===== config.mk =====
export PLATFORM = sky130hd
export DESIGN_NAME = radio_link_failure_monitor
export DESIGN_NICKNAME = d
export VERILOG_FILES = /design/src/rlfm_pkg.sv /design/src/rlfm_cfg.sv /design/src/rlfm_core.sv /design/src/radio_link_failure_monitor.sv
export SDC_FILE = /design/constraint.sdc
export NUM_CORES = 1
export LEC_CHECK = 0
export BUFFER_PORTS_ARGS = -buffer_cell sky130_fd_sc_hd__buf_2
export CAP_MARGIN = 5
export CELL_PAD_IN_SITES_DETAIL_PLACEMENT = 0
export CELL_PAD_IN_SITES_GLOBAL_PLACEMENT = 2
export CORE_UTILIZATION = 35
export CTS_CLUSTER_SIZE = 20
export DETAILED_ROUTE_END_ITERATION = 10
export GPL_TIMING_DRIVEN = 1
export PLACE_DENSITY = 0.77
export SLEW_MARGIN = 20
export SYNTH_ARGS = -nofsm -noshare
export SYNTH_HDL_FRONTEND = slang
export SYNTH_HIERARCHICAL = 1
export SYNTH_SLANG_ARGS = --single-unit

===== constraint.sdc =====
create_clock -name i_clk -period 10.9 [get_ports i_clk]
set_input_delay 0.545 -clock i_clk [delete_from_list [all_inputs] [get_ports i_clk]]
set_output_delay 0.545 -clock i_clk [all_outputs]
set_load 0.05 [all_outputs]

===== src/rlfm_pkg.sv =====
package rlfm_pkg;

    // Number of protocol timers and their slots
    localparam int NUM_TIMERS = 3;
    localparam int TMR_T310   = 0;
    localparam int TMR_T311   = 1;
    localparam int TMR_T301   = 2;

    // Command codes of an input word
    localparam logic [2:0] CMD_TICK    = 3'd0;
    localparam logic [2:0] CMD_OOS     = 3'd1;
    localparam logic [2:0] CMD_INSYNC  = 3'd2;
    localparam logic [2:0] CMD_FAILURE = 3'd3;
    localparam logic [2:0] CMD_ANSWER  = 3'd4;

    // Event codes of a result word
    localparam logic [2:0] EV_NONE       = 3'd0;
    localparam logic [2:0] EV_T310_START = 3'd1;
    localparam logic [2:0] EV_LINK_OK    = 3'd2;
    localparam logic [2:0] EV_FAILURE    = 3'd3;
    localparam logic [2:0] EV_ATTEMPT    = 3'd4;
    localparam logic [2:0] EV_RECOVERED  = 3'd5;
    localparam logic [2:0] EV_ABORTED    = 3'd6;

    // Abort reasons
    localparam logic [1:0] ABORT_T301   = 2'd0;
    localparam logic [1:0] ABORT_T311   = 2'd1;
    localparam logic [1:0] ABORT_REJECT = 2'd2;

    // Failure cause used on T310 expiry
    localparam logic [2:0] CAUSE_T310 = 3'd1;

    // Configuration register indexes
    localparam logic [2:0] REG_T310_LIMIT = 3'd0;
    localparam logic [2:0] REG_T311_LIMIT = 3'd1;
    localparam logic [2:0] REG_T301_LIMIT = 3'd2;
    localparam logic [2:0] REG_N310       = 3'd3;
    localparam logic [2:0] REG_N311       = 3'd4;
    localparam logic [2:0] REG_MAX_ATT    = 3'd5;

    // Saturation value of the 8-bit counters
    localparam logic [7:0] CNT_MAX = 8'hFF;

    // Configuration register file contents
    typedef struct packed {
        logic [15:0] t310_limit_ms;
        logic [15:0] t311_limit_ms;
        logic [15:0] t301_limit_ms;
        logic [7:0]  n310_count;
        logic [7:0]  n311_count;
        logic [7:0]  max_attempts;
    } t_cfg;

    // Fixed-width part of a result word
    typedef struct packed {
        logic [2:0] link_state;
        logic [2:0] event_code;
        logic       request_reestablish;
        logic       request_idle;
        logic [2:0] failure_cause;
        logic [1:0] abort_reason;
        logic [7:0] attempt_number;
    } t_result;

endpackage


===== src/rlfm_cfg.sv =====
module rlfm_cfg
    import rlfm_pkg::*;
(
    input  logic        i_clk,
    input  logic        i_rst_n,
    input  logic        i_cfg_valid,
    input  logic [2:0]  i_cfg_index,
    input  logic [15:0] i_cfg_data,
    output t_cfg        o_cfg
);

    t_cfg r_cfg;

    // Register writes; unknown indexes are dropped.
    always_ff @(posedge i_clk) begin
        if (!i_rst_n) begin
            r_cfg.t310_limit_ms <= 16'd1000;
            r_cfg.t311_limit_ms <= 16'd10000;
            r_cfg.t301_limit_ms <= 16'd1000;
            r_cfg.n310_count    <= 8'd1;
            r_cfg.n311_count    <= 8'd1;
            r_cfg.max_attempts  <= 8'd3;
        end else if (i_cfg_valid) begin
            unique case (i_cfg_index)
                REG_T310_LIMIT: r_cfg.t310_limit_ms <= i_cfg_data;
                REG_T311_LIMIT: r_cfg.t311_limit_ms <= i_cfg_data;
                REG_T301_LIMIT: r_cfg.t301_limit_ms <= i_cfg_data;
                REG_N310:       r_cfg.n310_count    <= i_cfg_data[7:0];
                REG_N311:       r_cfg.n311_count    <= i_cfg_data[7:0];
                REG_MAX_ATT:    r_cfg.max_attempts  <= i_cfg_data[7:0];
                default: ;
            endcase
        end
    end

    assign o_cfg = r_cfg;

endmodule


===== src/rlfm_core.sv =====
module rlfm_core
    import rlfm_pkg::*;
#(
    parameter int TIMER_BITS = 16,
    parameter int STAT_BITS  = 32
) (
    input  logic                 i_clk,
    input  logic                 i_rst_n,
    input  t_cfg                 i_cfg,
    input  logic                 i_fire,
    input  logic [2:0]           i_cmd,
    input  logic                 i_rrc_connected,
    input  logic [2:0]           i_failure_cause_in,
    input  logic                 i_reest_accepted,
    output t_result              o_result,
    output logic [STAT_BITS-1:0] o_failures_total,
    output logic [STAT_BITS-1:0] o_recoveries_total,
    output logic [STAT_BITS-1:0] o_aborts_total
);

    localparam int CMP_BITS = (TIMER_BITS > 16) ? TIMER_BITS : 16;
    localparam logic [TIMER_BITS-1:0] TIMER_MAX = '1;

    typedef enum logic [2:0] {
        ST_NORMAL   = 3'd0,
        ST_OOS      = 3'd1,
        ST_T310     = 3'd2,
        ST_INSYNC   = 3'd3,
        ST_DETECTED = 3'd4,
        ST_REEST    = 3'd5
    } t_link_state;

    t_link_state             r_state, n_state;
    logic [7:0]              r_oos, n_oos;
    logic [7:0]              r_ins, n_ins;
    logic [NUM_TIMERS-1:0]   r_run, n_run;
    logic [TIMER_BITS-1:0]   r_el [NUM_TIMERS];
    logic [TIMER_BITS-1:0]   n_el [NUM_TIMERS];
    logic [7:0]              r_att, n_att;
    logic [2:0]              r_cause, n_cause;
    logic [1:0]              r_abort, n_abort;
    logic [STAT_BITS-1:0]    r_fail_cnt, n_fail_cnt;
    logic [STAT_BITS-1:0]    r_rec_cnt, n_rec_cnt;
    logic [STAT_BITS-1:0]    r_abort_cnt, n_abort_cnt;

    logic [2:0] ev;
    logic       req_reest;
    logic       req_idle;
    logic       do_fail;
    logic [2:0] fail_cause;
    logic       do_attempt;
    logic       do_abort;
    logic [1:0] abort_why;
    logic       exp_t310;
    logic       exp_t311;
    logic       exp_t301;

    // Next-state logic for one event word, in the order the protocol applies it.
    always_comb begin
        n_state     = r_state;
        n_oos       = r_oos;
        n_ins       = r_ins;
        n_run       = r_run;
        n_el        = r_el;
        n_att       = r_att;
        n_cause     = r_cause;
        n_abort     = r_abort;
        n_fail_cnt  = r_fail_cnt;
        n_rec_cnt   = r_rec_cnt;
        n_abort_cnt = r_abort_cnt;
        ev          = EV_NONE;
        req_reest   = 1'b0;
        req_idle    = 1'b0;
        do_fail     = 1'b0;
        fail_cause  = i_failure_cause_in;
        do_attempt  = 1'b0;
        do_abort    = 1'b0;
        abort_why   = ABORT_T301;

        // A tick advances every running timer, saturating.
        for (int i = 0; i < NUM_TIMERS; i++) begin
            if (i_cmd == CMD_TICK && r_run[i] && r_el[i] != TIMER_MAX) begin
                n_el[i] = r_el[i] + 1'b1;
            end
        end
        exp_t310 = n_run[TMR_T310] &&
                   CMP_BITS'(n_el[TMR_T310]) >= CMP_BITS'(i_cfg.t310_limit_ms);
        exp_t311 = n_run[TMR_T311] &&
                   CMP_BITS'(n_el[TMR_T311]) >= CMP_BITS'(i_cfg.t311_limit_ms);
        exp_t301 = n_run[TMR_T301] &&
                   CMP_BITS'(n_el[TMR_T301]) >= CMP_BITS'(i_cfg.t301_limit_ms);

        unique case (i_cmd)
            CMD_TICK: begin
                // At most one expiry is handled, T310 first.
                if (exp_t310) begin
                    do_fail    = 1'b1;
                    fail_cause = CAUSE_T310;
                end else if (exp_t311) begin
                    do_abort  = 1'b1;
                    abort_why = ABORT_T311;
                end else if (exp_t301) begin
                    n_run[TMR_T301] = 1'b0;
                    if (r_att < i_cfg.max_attempts) begin
                        do_attempt = 1'b1;
                        ev         = EV_ATTEMPT;
                    end else begin
                        do_abort  = 1'b1;
                        abort_why = ABORT_T301;
                    end
                end
            end
            CMD_OOS: begin
                if (i_rrc_connected) begin
                    n_ins = '0;
                    if (r_state == ST_NORMAL || r_state == ST_OOS) begin
                        n_oos   = (r_oos != CNT_MAX) ? r_oos + 8'd1 : CNT_MAX;
                        n_state = ST_OOS;
                        if (n_oos >= i_cfg.n310_count && !r_run[TMR_T310]) begin
                            n_run[TMR_T310] = 1'b1;
                            n_el[TMR_T310]  = '0;
                            n_state         = ST_T310;
                            ev              = EV_T310_START;
                        end
                    end else if (r_state == ST_INSYNC) begin
                        n_state = ST_T310;
                    end
                end
            end
            CMD_INSYNC: begin
                n_oos = '0;
                if (r_state == ST_T310 || r_state == ST_INSYNC) begin
                    n_ins   = (r_ins != CNT_MAX) ? r_ins + 8'd1 : CNT_MAX;
                    n_state = ST_INSYNC;
                    if (n_ins >= i_cfg.n311_count) begin
                        n_run[TMR_T310] = 1'b0;
                        n_state         = ST_NORMAL;
                        ev              = EV_LINK_OK;
                    end
                end
            end
            CMD_FAILURE: begin
                do_fail = 1'b1;
            end
            CMD_ANSWER: begin
                if (r_state == ST_REEST) begin
                    if (i_reest_accepted) begin
                        n_run     = '0;
                        n_rec_cnt = r_rec_cnt + 1'b1;
                        n_att     = '0;
                        n_state   = ST_NORMAL;
                        ev        = EV_RECOVERED;
                    end else begin
                        do_abort  = 1'b1;
                        abort_why = ABORT_REJECT;
                    end
                end
            end
            default: ;
        endcase

        // Declared failure: stop T310, start T311, then a first attempt.
        if (do_fail) begin
            n_run[TMR_T310] = 1'b0;
            n_cause         = fail_cause;
            n_fail_cnt      = r_fail_cnt + 1'b1;
            n_run[TMR_T311] = 1'b1;
            n_el[TMR_T311]  = '0;
            do_attempt      = 1'b1;
            ev              = EV_FAILURE;
        end

        // Re-establishment attempt guarded by T301.
        if (do_attempt) begin
            n_state         = ST_REEST;
            n_att           = (r_att != CNT_MAX) ? r_att + 8'd1 : CNT_MAX;
            n_run[TMR_T301] = 1'b1;
            n_el[TMR_T301]  = '0;
            req_reest       = 1'b1;
        end

        // Abort to idle clears all recovery state.
        if (do_abort) begin
            n_run       = '0;
            n_abort     = abort_why;
            n_abort_cnt = r_abort_cnt + 1'b1;
            n_state     = ST_NORMAL;
            n_oos       = '0;
            n_ins       = '0;
            n_att       = '0;
            ev          = EV_ABORTED;
            req_idle    = 1'b1;
        end
    end

    // State registers, updated once per event word.
    always_ff @(posedge i_clk) begin
        if (!i_rst_n) begin
            r_state     <= ST_NORMAL;
            r_oos       <= '0;
            r_ins       <= '0;
            r_run       <= '0;
            r_att       <= '0;
            r_cause     <= '0;
            r_abort     <= '0;
            r_fail_cnt  <= '0;
            r_rec_cnt   <= '0;
            r_abort_cnt <= '0;
            for (int i = 0; i < NUM_TIMERS; i++) begin
                r_el[i] <= '0;
            end
        end else if (i_fire) begin
            r_state     <= n_state;
            r_oos       <= n_oos;
            r_ins       <= n_ins;
            r_run       <= n_run;
            r_el        <= n_el;
            r_att       <= n_att;
            r_cause     <= n_cause;
            r_abort     <= n_abort;
            r_fail_cnt  <= n_fail_cnt;
            r_rec_cnt   <= n_rec_cnt;
            r_abort_cnt <= n_abort_cnt;
        end
    end

    // Result word reflects the state after the event.
    assign o_result.link_state          = n_state;
    assign o_result.event_code          = ev;
    assign o_result.request_reestablish = req_reest;
    assign o_result.request_idle        = req_idle;
    assign o_result.failure_cause       = n_cause;
    assign o_result.abort_reason        = n_abort;
    assign o_result.attempt_number      = n_att;
    assign o_failures_total             = n_fail_cnt;
    assign o_recoveries_total           = n_rec_cnt;
    assign o_aborts_total               = n_abort_cnt;

endmodule


===== src/radio_link_failure_monitor.sv =====
// Channel   | Direction | Handshake                  | Word
// ----------+-----------+----------------------------+---------------------------------
// input     | in        | i_in_valid / o_in_stall    | cmd, connected, cause, answer
// result    | out       | o_out_valid / i_out_stall  | state, event, requests, counters
// config    | in        | i_cfg_valid / o_cfg_ready  | register index, write data
//
// One event word is taken per cycle while o_in_stall is low; its result is
// presented once the single-pass update moves it from the input register
// into the result register. Reset is synchronous and clears all state,
// timers and statistics and loads the default configuration. A stall on the
// result side backs up into o_in_stall only once both registers hold a word.
module radio_link_failure_monitor
    import rlfm_pkg::*;
#(
    parameter int TIMER_BITS = 16,
    parameter int STAT_BITS  = 32
) (
    input  logic                 i_clk,
    input  logic                 i_rst_n,
    input  logic                 i_in_valid,
    output logic                 o_in_stall,
    input  logic [2:0]           i_cmd,
    input  logic                 i_rrc_connected,
    input  logic [2:0]           i_failure_cause_in,
    input  logic                 i_reest_accepted,
    output logic                 o_out_valid,
    input  logic                 i_out_stall,
    output logic [2:0]           o_link_state,
    output logic [2:0]           o_event_code,
    output logic                 o_request_reestablish,
    output logic                 o_request_idle,
    output logic [2:0]           o_failure_cause,
    output logic [1:0]           o_abort_reason,
    output logic [7:0]           o_attempt_number,
    output logic [STAT_BITS-1:0] o_failures_total,
    output logic [STAT_BITS-1:0] o_recoveries_total,
    output logic [STAT_BITS-1:0] o_aborts_total,
    input  logic                 i_cfg_valid,
    output logic                 o_cfg_ready,
    input  logic [2:0]           i_cfg_index,
    input  logic [15:0]          i_cfg_data
);

    t_cfg                 cfg;
    t_result              core_res;
    logic [STAT_BITS-1:0] core_fail;
    logic [STAT_BITS-1:0] core_rec;
    logic [STAT_BITS-1:0] core_abort;

    logic                 r_in_valid;
    logic [2:0]           r_cmd;
    logic                 r_conn;
    logic [2:0]           r_cause_in;
    logic                 r_acc;

    logic                 r_out_valid;
    t_result              r_res;
    logic [STAT_BITS-1:0] r_fail;
    logic [STAT_BITS-1:0] r_rec;
    logic [STAT_BITS-1:0] r_abort;

    logic                 out_free;
    logic                 fire;

    // Configuration is always ready to take a word.
    assign o_cfg_ready = 1'b1;

    rlfm_cfg u_cfg (
        .i_clk       (i_clk),
        .i_rst_n     (i_rst_n),
        .i_cfg_valid (i_cfg_valid),
        .i_cfg_index (i_cfg_index),
        .i_cfg_data  (i_cfg_data),
        .o_cfg       (cfg)
    );

    // The input word moves on when the result register can take its result.
    assign out_free   = !r_out_valid || !i_out_stall;
    assign fire       = r_in_valid && out_free;
    assign o_in_stall = r_in_valid && !out_free;

    // Input register.
    always_ff @(posedge i_clk) begin
        if (!i_rst_n) begin
            r_in_valid <= 1'b0;
        end else if (!o_in_stall) begin
            r_in_valid <= i_in_valid;
        end
    end

    always_ff @(posedge i_clk) begin
        if (i_in_valid && !o_in_stall) begin
            r_cmd      <= i_cmd;
            r_conn     <= i_rrc_connected;
            r_cause_in <= i_failure_cause_in;
            r_acc      <= i_reest_accepted;
        end
    end

    rlfm_core #(
        .TIMER_BITS (TIMER_BITS),
        .STAT_BITS  (STAT_BITS)
    ) u_core (
        .i_clk              (i_clk),
        .i_rst_n            (i_rst_n),
        .i_cfg              (cfg),
        .i_fire             (fire),
        .i_cmd              (r_cmd),
        .i_rrc_connected    (r_conn),
        .i_failure_cause_in (r_cause_in),
        .i_reest_accepted   (r_acc),
        .o_result           (core_res),
        .o_failures_total   (core_fail),
        .o_recoveries_total (core_rec),
        .o_aborts_total     (core_abort)
    );

    // Result register.
    always_ff @(posedge i_clk) begin
        if (!i_rst_n) begin
            r_out_valid <= 1'b0;
        end else if (fire) begin
            r_out_valid <= 1'b1;
        end else if (!i_out_stall) begin
            r_out_valid <= 1'b0;
        end
    end

    always_ff @(posedge i_clk) begin
        if (fire) begin
            r_res   <= core_res;
            r_fail  <= core_fail;
            r_rec   <= core_rec;
            r_abort <= core_abort;
        end
    end

    assign o_out_valid           = r_out_valid;
    assign o_link_state          = r_res.link_state;
    assign o_event_code          = r_res.event_code;
    assign o_request_reestablish = r_res.request_reestablish;
    assign o_request_idle        = r_res.request_idle;
    assign o_failure_cause       = r_res.failure_cause;
    assign o_abort_reason        = r_res.abort_reason;
    assign o_attempt_number      = r_res.attempt_number;
    assign o_failures_total      = r_fail;
    assign o_recoveries_total    = r_rec;
    assign o_aborts_total        = r_abort;

endmodule

==> impl_metrics.csv <==
group,metric,value,unit
layout,seqCellArea,8820,um^2
synth,yosysMostFrequentCell,"dfxtp_1",
sta,fin_hold_ws,159,ps
setup_path,worstSetupPathDepth,16,
setup_path,critPathTopFamily,"compound AO/OA/AOI/OAI gates",
sta,fmax,166,MHz
sta,rsz0062_at_grt,"no",
floorplanning,core-area,55200,um^2
sta,fin_worst_skew,24.0,ps
grt,grt_use_total,18.3,%
clock_tree,cts_max_level,2,
layout,final_util,40.5,%
sta,layout_min_cycle_time,6030,ps
synth,synth_commonest_cells,"dfxtp_1 (253), nand2_1 (244), nor2_1 (149)",
pwr,ir_drop,0.0937,mV
setup_path,arrival,6330,ps
sta,setup_viol,0,
detailed_routing,drtIter0Drc,965,
detailed_routing,vias_per_cell,5.18,
synth,synth_top_cell_by_area,"dfxtp_1",
synth,yosysTopAreaCellShare,25.8,%
synth,seq_area_frac_synth,45.0,%
setup_path,crit_path_start_kind,"flop",
clock_tree,clk_latency,580,ps
setup_path,cp.required,11210,ps
clock_tree,cts_resized,0,
place,port_buffers,150,
sta,maxSlewHeadroom,29.4,%
layout,multi_input_area,9930,um^2
min_path,hp-class,"input port to flop",
layout,final_nets,2300,
layout,fillCellCount,5464,
clock_tree,clkTransAtPathRegs,60,ps
status,status,"finished, final reports clean",
detailed_routing,routed_wl,52.5,mm
sta,drv_slew,0,
floorplanning,rows,86,
sta,hold_viol_final,0,
detailed_routing,drc_errors,0,
synth,async_flop_share,0,%
sta,setup_ws,4870,ps
setup_path,crit_slowest_cell,"a21oi_2",
synth,ys_top_cells_by_area,"dfxtp_1 (26%), edfxtp_1 (19%), ha_1 (5.1%)",
clock_tree,cts-root-buf,"clkbuf_16",
synth,syn-cell-area,19600,um^2
floorplanning,die_h,239,um
pwr,powerDensity,143,nW/um^2
sta,setup_tns,0,ps
clock_tree,cts_sinks,378,
grt,antenna_found_initial,1,
floorplanning,io_pins,152,
detailed_routing,ant_nets,0,
synth,synth_cell_type_count,89,
layout,drive_above_1_share,12.4,%
grt,grt_pass1_wl,82.4,mm
setup_path,crit_path_end_kind,"flop",
setup_path,path_class,"flop to flop",
synth,synth_nets,2208,
synth,synth-main-ff-cell,"dfxtp_1",
floorplanning,die_w,239,um
detailed_routing,routedWlPerCell,17.7,um
flow_run,cap_violations,0,
clock_tree,post_cts_buffers,0,
sta,post-route-period-util,55.3,%
place,pre_cts_ws,4910,ps
setup_path,crit_chain,"nor3_1, nand2_1, a21oi_2, nand4_1, or2_2, xnor2_1, ha_1, o21a_1, o211ai_1, a211o_1, o211ai_1, a2111oi_2, a21oi_2, inv_2, o21ai_0, nor2_1",
setup_path,ff2ff_path_depth,16,
clock_tree,cts_buffer_depth,3,
place,dp.final_hpwl,36.8,mm
synth,synth_edf_count,125,
clock_tree,cts_tree,"yes",
setup_path,worst-path-buf-inv,1,
layout,n_antenna_cell,0,
pwr,power,3.21,mW
detailed_routing,dr.pass1.iters,5,
pwr,cellLeakagePower,8.57,nW
synth,avgSynthCellArea,9.36,um^2
synth,postSynthCellCount,2096,
place,globalplace.congestion,0.851,
floorplanning,initial_core_util,35.5,%
grt,grt_overflow,0,
grt,grt_max_degree,158,
synth,ys.warnings.count,6,
synth,ys_seq_elements,378,
sta,tightest_slew,1060,ps
grt,grt_pass1_vias,14600,
layout,areaGrowthSynthToFinish,14.1,%
detailed_routing,vias,15400,
clock_tree,cts_made_buffers,45,
setup_path,crit_fanout,27,
clock_tree,cts_hold_buf,0,
min_path,holdPathStages,1,
floorplanning,die-area,57000,um^2
setup_path,cpPeakStageDelay,780,ps
==> path summary, 6_finish.rpt <==
kind	start	end	slack, ps
worst min register to register	u_core/r_el[46]	u_core/r_el[46]	450
worst min-delay path	i_rrc_connected	r_conn	160
worst max register to register	r_cmd[2]	o_attempt_number[1]	4870
worst max-delay path	r_cmd[2]	o_attempt_number[1]	4870
==> cell usage in the layout (no fill, tap or decap), types with 44 or more instances in the layout <==
master / instances
a21oi_1: 116
buf_2: 149
clkbuf_16: 46
dfxtp_1: 253
edfxtp_1: 125
ha_1: 80
inv_1: 95
mux2i_1: 81
nand2_1: 244
nand3_1: 92
nor2_1: 149
nor3_1: 44
o21ai_0: 56
xnor2_1: 88
xor2_1: 99
==> layer usage <==
layer	up-vias	share of wire, %	global-route usage [%]
met3	73	4.2	2.54
met1	7356	48	25.6
li1	7658	-	-
met4	0	2.5	6.00
met5	-	0	0
met2	289	45	29.0
==> worst register-to-register path, cell delays in order (launching register included) <==
cell and delay (ps):
edfxtp_1 540, nor3_1 490, nand2_1 250, a21oi_2 410, nand4_1 360, or2_2 400, xnor2_1 150, ha_1 300
o21a_1 120, o211ai_1 90, a211o_1 340, o211ai_1 420, a2111oi_2 200, a21oi_2 780, inv_2 470, o21ai_0 380
nor2_1 60
==> stage by stage <==
| stage | cells | cell area [um^2] |
|---|---|---|
| floorplan | 2096 | 19600 |
| global placement | 2889 | 20900 |
| finish | 2971 | 22400 |
| CTS | 2971 | 22400 |
| detailed placement | 2889 | 20900 |
| global route | 2971 | 22400 |
==> kinds of logic after synthesis <==
kind of cell / synth area share [%]
other: 0.0191
DFF: 45.0
adders and majority gates: 5.10
xor gates and xnor gates: 8.35
and+or+nand+nor: 21.7
AOI/OAI and AO/OA: 10.9
muxes: 4.36
buffers and inverters: 4.64
==> cell type report <==
type                       count  area share (%)
clock buffer                  67            5.81
inverter                      98            1.66
sequential                   378            39.4
tap                          748            4.18
clock inverter                15           0.711
timing repair buffer         161            3.79
multi-input combinational   1504            44.4
==> state kept, by name, indices dropped and copies added, names as in the netlist, 8 cells and up <==
| signal | flops |
|---|---|
| u_core/r_rec_cnt | 32 |
| o_recoveries_total | 32 |
| u_core/r_el | 48 |
| u_core/r_oos | 8 |
| u_core/r_ins | 8 |
| u_core/r_att | 8 |
| o_failures_total | 32 |
| u_core/r_abort_cnt | 32 |
| o_aborts_total | 32 |
| u_core/r_fail_cnt | 32 |
| u_cfg/o_cfg | 72 |
| o_attempt_number | 8 |
==> report_power, final <==
group	internal (mW)	switching, mW	leakage [nW]	total, mW
sequential	1.48	0.0152	3.17	1.50
clock	0.896	0.600	0.720	1.50
combinational	0.0441	0.168	4.68	0.212
total	2.42	0.783	8.57	3.21
Power figures use the tool's default switching activity.
